$ cat src/phb_pkg.sv
// ---------------------------------------------------------------------------
// phb_pkg
// Shared constants, controller states and the command and status groups of
// the polynomial string hash bucket core.
// ---------------------------------------------------------------------------
`timescale 1ns / 1ps
`default_nettype none

package phb_pkg;

  localparam logic [29:0] HASH_PRIME = 30'd1000000007;
  localparam logic [8:0]  HASH_BASE  = 9'd263;
  // 2^30 mod HASH_PRIME, used to fold the bits above bit 29 back down.
  localparam logic [26:0] FOLD_C     = 27'd73741817;
  localparam int          SUM_BITS   = 30;
  localparam logic [4:0]  DIV_STEPS  = 5'd30;
  localparam int          CFG_BITS   = 21;
  localparam logic [CFG_BITS-1:0] BUCKET_COUNT_RESET = 21'd5;
  localparam logic        REG_BUCKET_COUNT = 1'b0;

  typedef enum logic [2:0] {
    ST_IDLE,
    ST_FOLD1,
    ST_FOLD2,
    ST_FIX,
    ST_ACC,
    ST_DIV
  } phb_state_t;

  typedef struct packed {
    logic load_prod;
    logic fix_en;
    logic acc_en;
    logic div_step;
    logic out_load;
  } phb_cmd_t;

  typedef struct packed {
    logic last;
    logic div_done;
    logic out_free;
  } phb_status_t;

endpackage

`default_nettype wire

$ cat src/phb_ifs.sv
// ---------------------------------------------------------------------------
// phb_ifs
// Request channels of the hash core: key characters in, bucket indexes out.
// ---------------------------------------------------------------------------
`timescale 1ns / 1ps
`default_nettype none

interface phb_key_if;
  logic       valid;
  logic       ready;
  logic [7:0] key_char;
  logic       is_last;

  modport source (output valid, output key_char, output is_last, input ready);
  modport sink   (input valid, input key_char, input is_last, output ready);
endinterface

interface phb_bucket_if #(
  parameter int BUCKET_BITS = 20
);
  logic                   valid;
  logic                   ready;
  logic [BUCKET_BITS-1:0] bucket_index;

  modport source (output valid, output bucket_index, input ready);
  modport sink   (input valid, input bucket_index, output ready);
endinterface

`default_nettype wire

$ cat src/polynomial_string_hash_bucket_core.sv
// ---------------------------------------------------------------------------
// polynomial_string_hash_bucket_core
// Polynomial rolling hash of a key string modulo 1000000007 with base 263,
// reduced to a bucket index by the configured bucket count.
// ---------------------------------------------------------------------------
// Within a key each character passes through two constant folds, a final
// correction and the accumulate step of the modular datapath, in which the next
// character may enter. On a last character the 30-step restoring divider
// sets the index, which waits for a free output register; the next key follows.
// Reset (synchronous, active high) sets the sum to 0, the power to 1, the
// bucket count to 5 and empties the output register, all at once.
`timescale 1ns / 1ps
`default_nettype none

module polynomial_string_hash_bucket_core #(
  parameter int BUCKET_BITS = 20
) (
  input  wire          clk,
  input  wire          rst,
  input  wire          psel,
  input  wire          penable,
  input  wire          pwrite,
  input  wire [2:0]    paddr,
  input  wire [31:0]   pwdata,
  output logic [31:0]  prdata,
  output logic         pready,
  phb_key_if.sink      key_in,
  phb_bucket_if.source bucket_out
);
  import phb_pkg::*;

  logic [CFG_BITS-1:0] bucket_count;
  phb_cmd_t            cmd;
  phb_status_t         status;
  logic                in_ready;

  assign pready = 1'b1;

  always_ff @(posedge clk) begin
    if (rst) begin
      bucket_count <= BUCKET_COUNT_RESET;
    end else if (psel && penable && pwrite && (paddr[2] == REG_BUCKET_COUNT)) begin
      bucket_count <= pwdata[CFG_BITS-1:0];
    end
  end

  always_comb begin
    if (paddr[2] == REG_BUCKET_COUNT) begin
      prdata = 32'(bucket_count);
    end else begin
      prdata = '0;
    end
  end

  assign key_in.ready = in_ready;

  phb_ctrl u_ctrl (
    .clk      (clk),
    .rst      (rst),
    .in_valid (key_in.valid),
    .in_ready (in_ready),
    .status   (status),
    .cmd      (cmd)
  );

  phb_datapath #(
    .BUCKET_BITS (BUCKET_BITS)
  ) u_datapath (
    .clk          (clk),
    .rst          (rst),
    .cmd          (cmd),
    .status       (status),
    .key_char     (key_in.key_char),
    .is_last      (key_in.is_last),
    .bucket_count (bucket_count),
    .out_ready    (bucket_out.ready),
    .out_valid    (bucket_out.valid),
    .bucket_index (bucket_out.bucket_index)
  );

endmodule

`default_nettype wire

$ cat src/phb_ctrl.sv
// ---------------------------------------------------------------------------
// phb_ctrl
// Sequencer that steps each character through the modular reduction and
// runs the final bucket division at the end of a key.
// ---------------------------------------------------------------------------
`timescale 1ns / 1ps
`default_nettype none

module phb_ctrl (
  input  wire                  clk,
  input  wire                  rst,
  input  wire                  in_valid,
  output logic                 in_ready,
  input  phb_pkg::phb_status_t status,
  output phb_pkg::phb_cmd_t    cmd
);
  import phb_pkg::*;

  phb_state_t state;
  phb_state_t state_next;

  always_ff @(posedge clk) begin
    if (rst) begin
      state <= ST_IDLE;
    end else begin
      state <= state_next;
    end
  end

  always_comb begin
    state_next   = state;
    in_ready     = 1'b0;
    cmd          = '0;
    case (state)
      ST_IDLE: begin
        in_ready = 1'b1;
        if (in_valid) begin
          cmd.load_prod = 1'b1;
          state_next    = ST_FOLD1;
        end
      end
      ST_FOLD1: state_next = ST_FOLD2;
      ST_FOLD2: state_next = ST_FIX;
      ST_FIX: begin
        cmd.fix_en = 1'b1;
        state_next = ST_ACC;
      end
      ST_ACC: begin
        cmd.acc_en = 1'b1;
        if (status.last) begin
          state_next = ST_DIV;
        end else begin
          // The power is already updated, so the next character may enter.
          in_ready = 1'b1;
          if (in_valid) begin
            cmd.load_prod = 1'b1;
            state_next    = ST_FOLD1;
          end else begin
            state_next = ST_IDLE;
          end
        end
      end
      ST_DIV: begin
        cmd.div_step = 1'b1;
        if (status.div_done && status.out_free) begin
          cmd.out_load = 1'b1;
          state_next   = ST_IDLE;
        end
      end
      default: state_next = ST_IDLE;
    endcase
  end

endmodule

`default_nettype wire

$ cat src/phb_datapath.sv
// ---------------------------------------------------------------------------
// phb_datapath
// Running sum and power modulo the prime, the restoring divider for the
// bucket reduction and the output register.
// ---------------------------------------------------------------------------
`timescale 1ns / 1ps
`default_nettype none

module phb_datapath #(
  parameter int BUCKET_BITS = 20
) (
  input  wire                                clk,
  input  wire                                rst,
  input  phb_pkg::phb_cmd_t                  cmd,
  output phb_pkg::phb_status_t               status,
  input  wire [7:0]                          key_char,
  input  wire                                is_last,
  input  wire [phb_pkg::CFG_BITS-1:0]        bucket_count,
  input  wire                                out_ready,
  output logic                               out_valid,
  output logic [BUCKET_BITS-1:0]             bucket_index
);
  import phb_pkg::*;

  localparam int CW = (BUCKET_BITS + 1 > CFG_BITS) ? BUCKET_BITS + 1 : CFG_BITS;
  localparam logic [CW-1:0] LIMIT = CW'(1) << BUCKET_BITS;
  localparam logic [31:0] PRIME_X1 = {2'b00, HASH_PRIME};
  localparam logic [31:0] PRIME_X2 = {1'b0, HASH_PRIME, 1'b0};

  function automatic logic [34:0] fold_hi(input logic [38:0] x);
    fold_hi = 35'(x[38:30]) * 35'(FOLD_C) + 35'(x[29:0]);
  endfunction

  function automatic logic [31:0] fold_lo(input logic [34:0] y);
    fold_lo = 32'(y[34:30]) * 32'(FOLD_C) + 32'(y[29:0]);
  endfunction

  // The value is below three times the prime after two folds.
  function automatic logic [29:0] fix_mod(input logic [31:0] z);
    logic [31:0] r;
    if (z >= PRIME_X2) begin
      r = z - PRIME_X2;
    end else if (z >= PRIME_X1) begin
      r = z - PRIME_X1;
    end else begin
      r = z;
    end
    fix_mod = r[29:0];
  endfunction

  logic [SUM_BITS-1:0] running_sum;
  logic [SUM_BITS-1:0] running_power;
  logic                last;
  logic [38:0]         prod_term;
  logic [38:0]         prod_power;
  logic [34:0]         fold1_term;
  logic [34:0]         fold1_power;
  logic [31:0]         fold2_term;
  logic [31:0]         fold2_power;
  logic [SUM_BITS-1:0] term;

  logic [SUM_BITS:0]   sum_wide;
  logic [SUM_BITS-1:0] sum_next;

  logic [SUM_BITS-1:0]    dividend;
  logic [BUCKET_BITS-1:0] remainder;
  logic [BUCKET_BITS:0]   divisor;
  logic [4:0]             div_cnt;
  logic [BUCKET_BITS:0]   trial;
  logic [CW-1:0]          count_ext;
  logic [CW-1:0]          count_eff;

  always_comb begin
    sum_wide = {1'b0, running_sum} + {1'b0, term};
    if (sum_wide >= {1'b0, HASH_PRIME}) begin
      sum_next = SUM_BITS'(sum_wide - {1'b0, HASH_PRIME});
    end else begin
      sum_next = sum_wide[SUM_BITS-1:0];
    end
  end

  // A zero count acts as one bucket; a count beyond the field saturates.
  always_comb begin
    count_ext = CW'(bucket_count);
    if (count_ext == '0) begin
      count_eff = CW'(1);
    end else if (count_ext > LIMIT) begin
      count_eff = LIMIT;
    end else begin
      count_eff = count_ext;
    end
  end

  assign trial = {remainder, dividend[SUM_BITS-1]};

  always_ff @(posedge clk) begin
    if (cmd.load_prod) begin
      prod_term  <= 39'(key_char) * 39'(running_power);
      prod_power <= 39'(running_power) * 39'(HASH_BASE);
    end
    fold1_term  <= fold_hi(prod_term);
    fold1_power <= fold_hi(prod_power);
    fold2_term  <= fold_lo(fold1_term);
    fold2_power <= fold_lo(fold1_power);
    if (cmd.fix_en) begin
      term <= fix_mod(fold2_term);
    end
    if (cmd.acc_en && last) begin
      dividend  <= sum_next;
      remainder <= '0;
      divisor   <= count_eff[BUCKET_BITS:0];
    end else if (cmd.div_step && (div_cnt != DIV_STEPS)) begin
      dividend <= dividend << 1;
      if (trial >= divisor) begin
        remainder <= BUCKET_BITS'(trial - divisor);
      end else begin
        remainder <= trial[BUCKET_BITS-1:0];
      end
    end
    if (cmd.out_load) begin
      bucket_index <= remainder;
    end
  end

  always_ff @(posedge clk) begin
    if (rst) begin
      running_sum   <= '0;
      running_power <= SUM_BITS'(1);
      last          <= 1'b0;
      div_cnt       <= '0;
      out_valid     <= 1'b0;
    end else begin
      if (cmd.load_prod) begin
        last <= is_last;
      end
      if (cmd.fix_en) begin
        running_power <= last ? SUM_BITS'(1) : fix_mod(fold2_power);
      end
      if (cmd.acc_en) begin
        running_sum <= last ? '0 : sum_next;
      end
      if (cmd.acc_en && last) begin
        div_cnt <= '0;
      end else if (cmd.div_step && (div_cnt != DIV_STEPS)) begin
        div_cnt <= div_cnt + 5'd1;
      end
      if (cmd.out_load) begin
        out_valid <= 1'b1;
      end else if (out_ready) begin
        out_valid <= 1'b0;
      end
    end
  end

  assign status.last     = last;
  assign status.div_done = (div_cnt == DIV_STEPS);
  assign status.out_free = !out_valid || out_ready;

endmodule

`default_nettype wire

$ cat src/flat_wrapper.sv
// flat-port wrapper written by rule: the top's interface ports become plain ports
module polynomial_string_hash_bucket_core_flat import phb_pkg::*;
#(
  parameter int BUCKET_BITS = 20
)
  (clk, rst, psel, penable, pwrite, paddr, pwdata, prdata, pready, key_in_valid, key_in_key_char, key_in_is_last, key_in_ready, bucket_out_valid, bucket_out_bucket_index, bucket_out_ready);
  phb_key_if key_in_i ();
  phb_bucket_if #(.BUCKET_BITS(BUCKET_BITS)) bucket_out_i ();
  input  wire clk;
  input  wire rst;
  input  wire psel;
  input  wire penable;
  input  wire pwrite;
  input  wire [2:0] paddr;
  input  wire [31:0] pwdata;
  output logic [31:0] prdata;
  output logic pready;
  input wire logic [$bits(key_in_i.valid)-1:0] key_in_valid;
  input wire logic [$bits(key_in_i.key_char)-1:0] key_in_key_char;
  input wire logic [$bits(key_in_i.is_last)-1:0] key_in_is_last;
  output wire logic [$bits(key_in_i.ready)-1:0] key_in_ready;
  output wire logic [$bits(bucket_out_i.valid)-1:0] bucket_out_valid;
  output wire logic [$bits(bucket_out_i.bucket_index)-1:0] bucket_out_bucket_index;
  input wire logic [$bits(bucket_out_i.ready)-1:0] bucket_out_ready;
  assign key_in_i.valid = key_in_valid;
  assign key_in_i.key_char = key_in_key_char;
  assign key_in_i.is_last = key_in_is_last;
  assign key_in_ready = key_in_i.ready;
  assign bucket_out_valid = bucket_out_i.valid;
  assign bucket_out_bucket_index = bucket_out_i.bucket_index;
  assign bucket_out_i.ready = bucket_out_ready;
  polynomial_string_hash_bucket_core #(.BUCKET_BITS(BUCKET_BITS)) u_core (.clk(clk), .rst(rst), .psel(psel), .penable(penable), .pwrite(pwrite), .paddr(paddr), .pwdata(pwdata), .prdata(prdata), .pready(pready), .key_in(key_in_i), .bucket_out(bucket_out_i));
endmodule
$ cat config.mk
export PLATFORM = sky130hd
export DESIGN_NAME = polynomial_string_hash_bucket_core_flat
export DESIGN_NICKNAME = d
export VERILOG_FILES = /design/src/phb_pkg.sv /design/src/phb_ifs.sv /design/src/polynomial_string_hash_bucket_core.sv /design/src/phb_ctrl.sv /design/src/phb_datapath.sv /design/src/flat_wrapper.sv
export SDC_FILE = /design/constraint.sdc
export NUM_CORES = 2
export LEC_CHECK = 0
export ABC_CLOCK_PERIOD_IN_PS = 12500
export BUFFER_PORTS_ARGS = -buffer_cell sky130_fd_sc_hd__buf_2
export CORE_ASPECT_RATIO = 1.2
export CORE_MARGIN = 4
export CORE_UTILIZATION = 70
export CTS_BUF_LIST = sky130_fd_sc_hd__clkbuf_4 sky130_fd_sc_hd__clkbuf_8 sky130_fd_sc_hd__clkbuf_16
export CTS_CLUSTER_SIZE = 40
export DETAILED_ROUTE_END_ITERATION = 6
export PLACE_DENSITY = 0.88
export SLEW_MARGIN = 20
export SYNTH_ARGS = -nofsm -noshare
export SYNTH_HDL_FRONTEND = slang
export SYNTH_SLANG_ARGS = --single-unit
$ cat constraint.sdc
create_clock -name clk -period 12.5 [get_ports clk]
set_clock_uncertainty 0.2 [all_clocks]
set_input_delay 1.875 -clock clk [delete_from_list [all_inputs] [get_ports clk]]
set_output_delay 1.875 -clock clk [all_outputs]
set_load 0.01 [all_outputs]
==> metrics.txt <==
Vias/cell=5.975; highest-count cells in the layout ignoring fill and taps=804 x inv_1, 555 x ha_1, 467 x fa_1, 380 x nand2_1, 245 x dfxtp_1; # DRC=0; CP startpoint kind=input pin; Slew Viols, Final=0; setup_tns=0 ns; Layout Nets=5766; status=completed; R2R Setup Slk=5.86 ns; Post CTS Setup Buffer Count=0; Hold Crit Class=reg -> reg; wire length of the first global-routing pass=170200 um; Synth Instances=4658; max-cap viol count=0; antenna-violating nets left=0; Reg-to-Reg End=u_core.u_datapath.fold1_power[34]; cts repair resizes=0; area of the multi-input gates=30160 um2; Worst Max-Slew Pin Slew=1.053 ns; Area Growth Syn to Fin=6.157%; register area=10250 um2; synthesized area=43890 um2; Worst Path Buf+Inv=5; initial antenna violation count=2; drt pass-1 iters=6; largest net degree at the start of global routing=79; CTS root buf=clkbuf_16; Row Count=100; Max FO, Critical Path=30; total grt overflow=0; Critical Path Sink Type=flip-flop; FF-to-FF Start=u_core.u_datapath.prod_power[37]; number of global-route vias before repair=35073; max incr delay on CP=0.54 ns; part of the Yosys area used for sequential elements=23.35%; EDFF count, synth=178; RePlAce Congestion=0.9436; Core ar.=62060 um2; GRT Overall Usage=31.09%; DP HPWL=80920 um; crit share post-route=60.86%; CTS Sinks=423; worst skew pair latency=0.61 ns; Final setup viols=0; Worst Setup EP=u_core.u_datapath.prod_term[36]; vias=33157; synthesized area per cell=9.423 um2; synth unique cells=95; I/O Pins=106; Num CTS Buffers=46; PortBufs=80; FMAX=0.1314 GHz; Final min period=7.608 ns; multiplexer share of the synthesized area=0.5530%; WL/cell=18.55 um; CP max stage cell=fa_1; synth warn=0; slew margin rel.=29.73%; hold_buf cts=0; layout cells sized above 1=4.988%; combinational family with the most area after synthesis=adder cells; Required @ worst endpoint=12.66 ns; xor/xnor share of the synthesized area=5.926%; Bufs on Longest Clock Path=3; ys flop type=dfxtp_1; WS Path Type=in -> reg; #FFs+latches synth=423; H-tree Lvls=2; Die Ht=282.3 um; Reg clk slew, reported paths=0.06 ns; Die W=236.6 um; Fin. Hold Viols=0; Die Area=66790 um2; Post-Synth Simple-Gate Area=12.35%; layout filler cell count=4107; CP arrival=7.77 ns; adder-cell share of the synthesized area=37.12%; commonest non-fill, non-tap cell in the layout=inv_1; CTS tree=done; Synth Area in Compound Gates=12.62%; FF-to-FF path depth=23; Routed WL=102900 um; asr flop ratio synth=0%; critical path depth=23; Initial Util=70.73%; Critical Path Start=key_in_key_char[7]; crit-path cells=buf_2, and2_1, fa_1, inv_1, fa_1, inv_1, fa_1, inv_1, fa_1, inv_1, ha_1, and3_1, a22o_1, a31oi_1, o211ai_1, a221oi_1, o21ai_0, o211ai_1, a21oi_1, o21ai_0, nand2b_1, a21oi_1, xnor2_1; iteration-0 DRC count of the detailed router=1983; CP top delay family=adder cells; RSZ-0062 raised after global routing=no
## tightest hold or removal path, stage by stage (launching register included)
cell	delay (ns)
dfxtp_1	0.31
nand2_1	0.05
o21ai_1	0.05
## worst min-delay path by stage
stage	to	slack, ns	start	cells past startpoint
2_1_floorplan	u_core.u_datapath.running_sum[0]	0.23	u_core.u_datapath.running_sum[0]	2
3_3_place_gp	u_core.u_datapath.fold2_term[0]	0.24	u_core.u_datapath.fold1_term[0]	1
3_5_place_dp	u_core.u_datapath.running_sum[26]	0.25	u_core.u_datapath.running_sum[26]	2
4_1_cts	u_core.u_datapath.running_sum[27]	0.26	u_core.u_datapath.running_sum[27]	2
5_1_grt	u_core.u_datapath.running_sum[24]	0.30	u_core.u_datapath.running_sum[24]	2
6_report	u_core.u_datapath.running_sum[27]	0.26	u_core.u_datapath.running_sum[27]	2
## metal layers
metal / vias up / global-route usage (%) / part of all wire (%)
li1: 15431 / - / -
met5: - / 0 / 0
met4: 0 / 18.31 / 6.7
met3: 413 / 4.183 / 5.5
met1: 16093 / 35.16 / 37
met2: 1220 / 56.40 / 51
## cells by family (layout without fill, tap and decap cells)
group,after synthesis,count (layout)
compound gates,867,867
simple gates,1101,1101
mux,24,24
flops,423,423
other cells,2,14
buf+inv,922,985
xor+xnor,297,297
fa+ha+maj,1022,1022
## flip-flops by register name (all words and copies together), names as in the netlist
signal	flops
u_core.u_datapath.last	1
u_core.u_datapath.running_power	30
u_core.u_datapath.fold1_term	35
u_core.u_datapath.term	30
u_core.u_datapath.div_cnt	5
u_core.u_datapath.remainder	20
u_core.u_datapath.prod_power	39
u_core.u_datapath.fold2_power	32
u_core.u_datapath.running_sum	30
u_core.u_datapath.dividend	30
u_core.u_datapath.bucket_index	20
u_core.bucket_count	21
u_core.u_datapath.fold2_term	32
u_core.u_ctrl.state	3
u_core.u_datapath.divisor	21
u_core.u_datapath.fold1_power	35
u_core.u_datapath.out_valid	1
u_core.u_datapath.prod_term	38
## synthesized netlist by cell type (7+ instances only)
| library cell | number | share of area (%) |
|---|---|---|
| a31oi_1 | 38 | 0.54 |
| nand4_1 | 18 | 0.26 |
| mux2i_1 | 22 | 0.50 |
| nor4_1 | 19 | 0.27 |
| xnor2_1 | 206 | 4.1 |
| o21ai_1 | 22 | 0.25 |
| nor3_1 | 53 | 0.60 |
| nand2b_1 | 32 | 0.46 |
| o21ai_0 | 217 | 2.5 |
| clkbuf_1 | 95 | 0.81 |
| ha_1 | 555 | 16 |
| nand2_1 | 380 | 3.2 |
| inv_1 | 804 | 6.9 |
| o211ai_1 | 20 | 0.34 |
| o31a_1 | 7 | 0.14 |
| a21o_1 | 116 | 2.0 |
| and3_1 | 39 | 0.56 |
| dfxtp_1 | 245 | 11 |
| o22ai_1 | 9 | 0.13 |
| a21oi_1 | 231 | 2.6 |
| and2_1 | 177 | 2.5 |
| edfxtp_1 | 178 | 12 |
| or3_1 | 10 | 0.14 |
| or2_2 | 19 | 0.27 |
| a21boi_0 | 14 | 0.24 |
| nor2b_1 | 66 | 0.94 |
| o21a_1 | 34 | 0.58 |
| nor2_1 | 185 | 1.6 |
| nand3_1 | 63 | 0.72 |
| a211o_1 | 14 | 0.28 |
| buf_4 | 15 | 0.26 |
| fa_1 | 467 | 21 |
| xor2_1 | 91 | 1.8 |
| o21bai_1 | 31 | 0.53 |
| o31ai_1 | 11 | 0.19 |
## stage by stage
step                instances  util [%]  instance area [um2]  hold WS (ns)  setup slack (ns)
floorplan                4668         -                43930        0.2315             5.134
global placement         5460     72.43                44950        0.2393             4.485
detailed placement       5460     72.44                44960        0.2509             4.392
CTS                      5546     75.04                46570        0.2601             5.019
global route             5549     75.08                46590        0.3002             4.485
finish                   5549     75.08                46590        0.2610             4.892
## layout make-up
cell class | count | area share (%)
multi-input cells | 3323 | 64.73
flip-flops and latches | 423 | 22.00
inverters | 804 | 6.477
clock buffers | 60 | 2.812
well taps | 816 | 2.191
repair buffers | 95 | 1.128
clock inverters | 26 | 0.6498
diodes | 2 | 0.01074
Power is not shown: default switching activity piles up to over one toggle a cycle in this logic, so the estimate is an artifact.
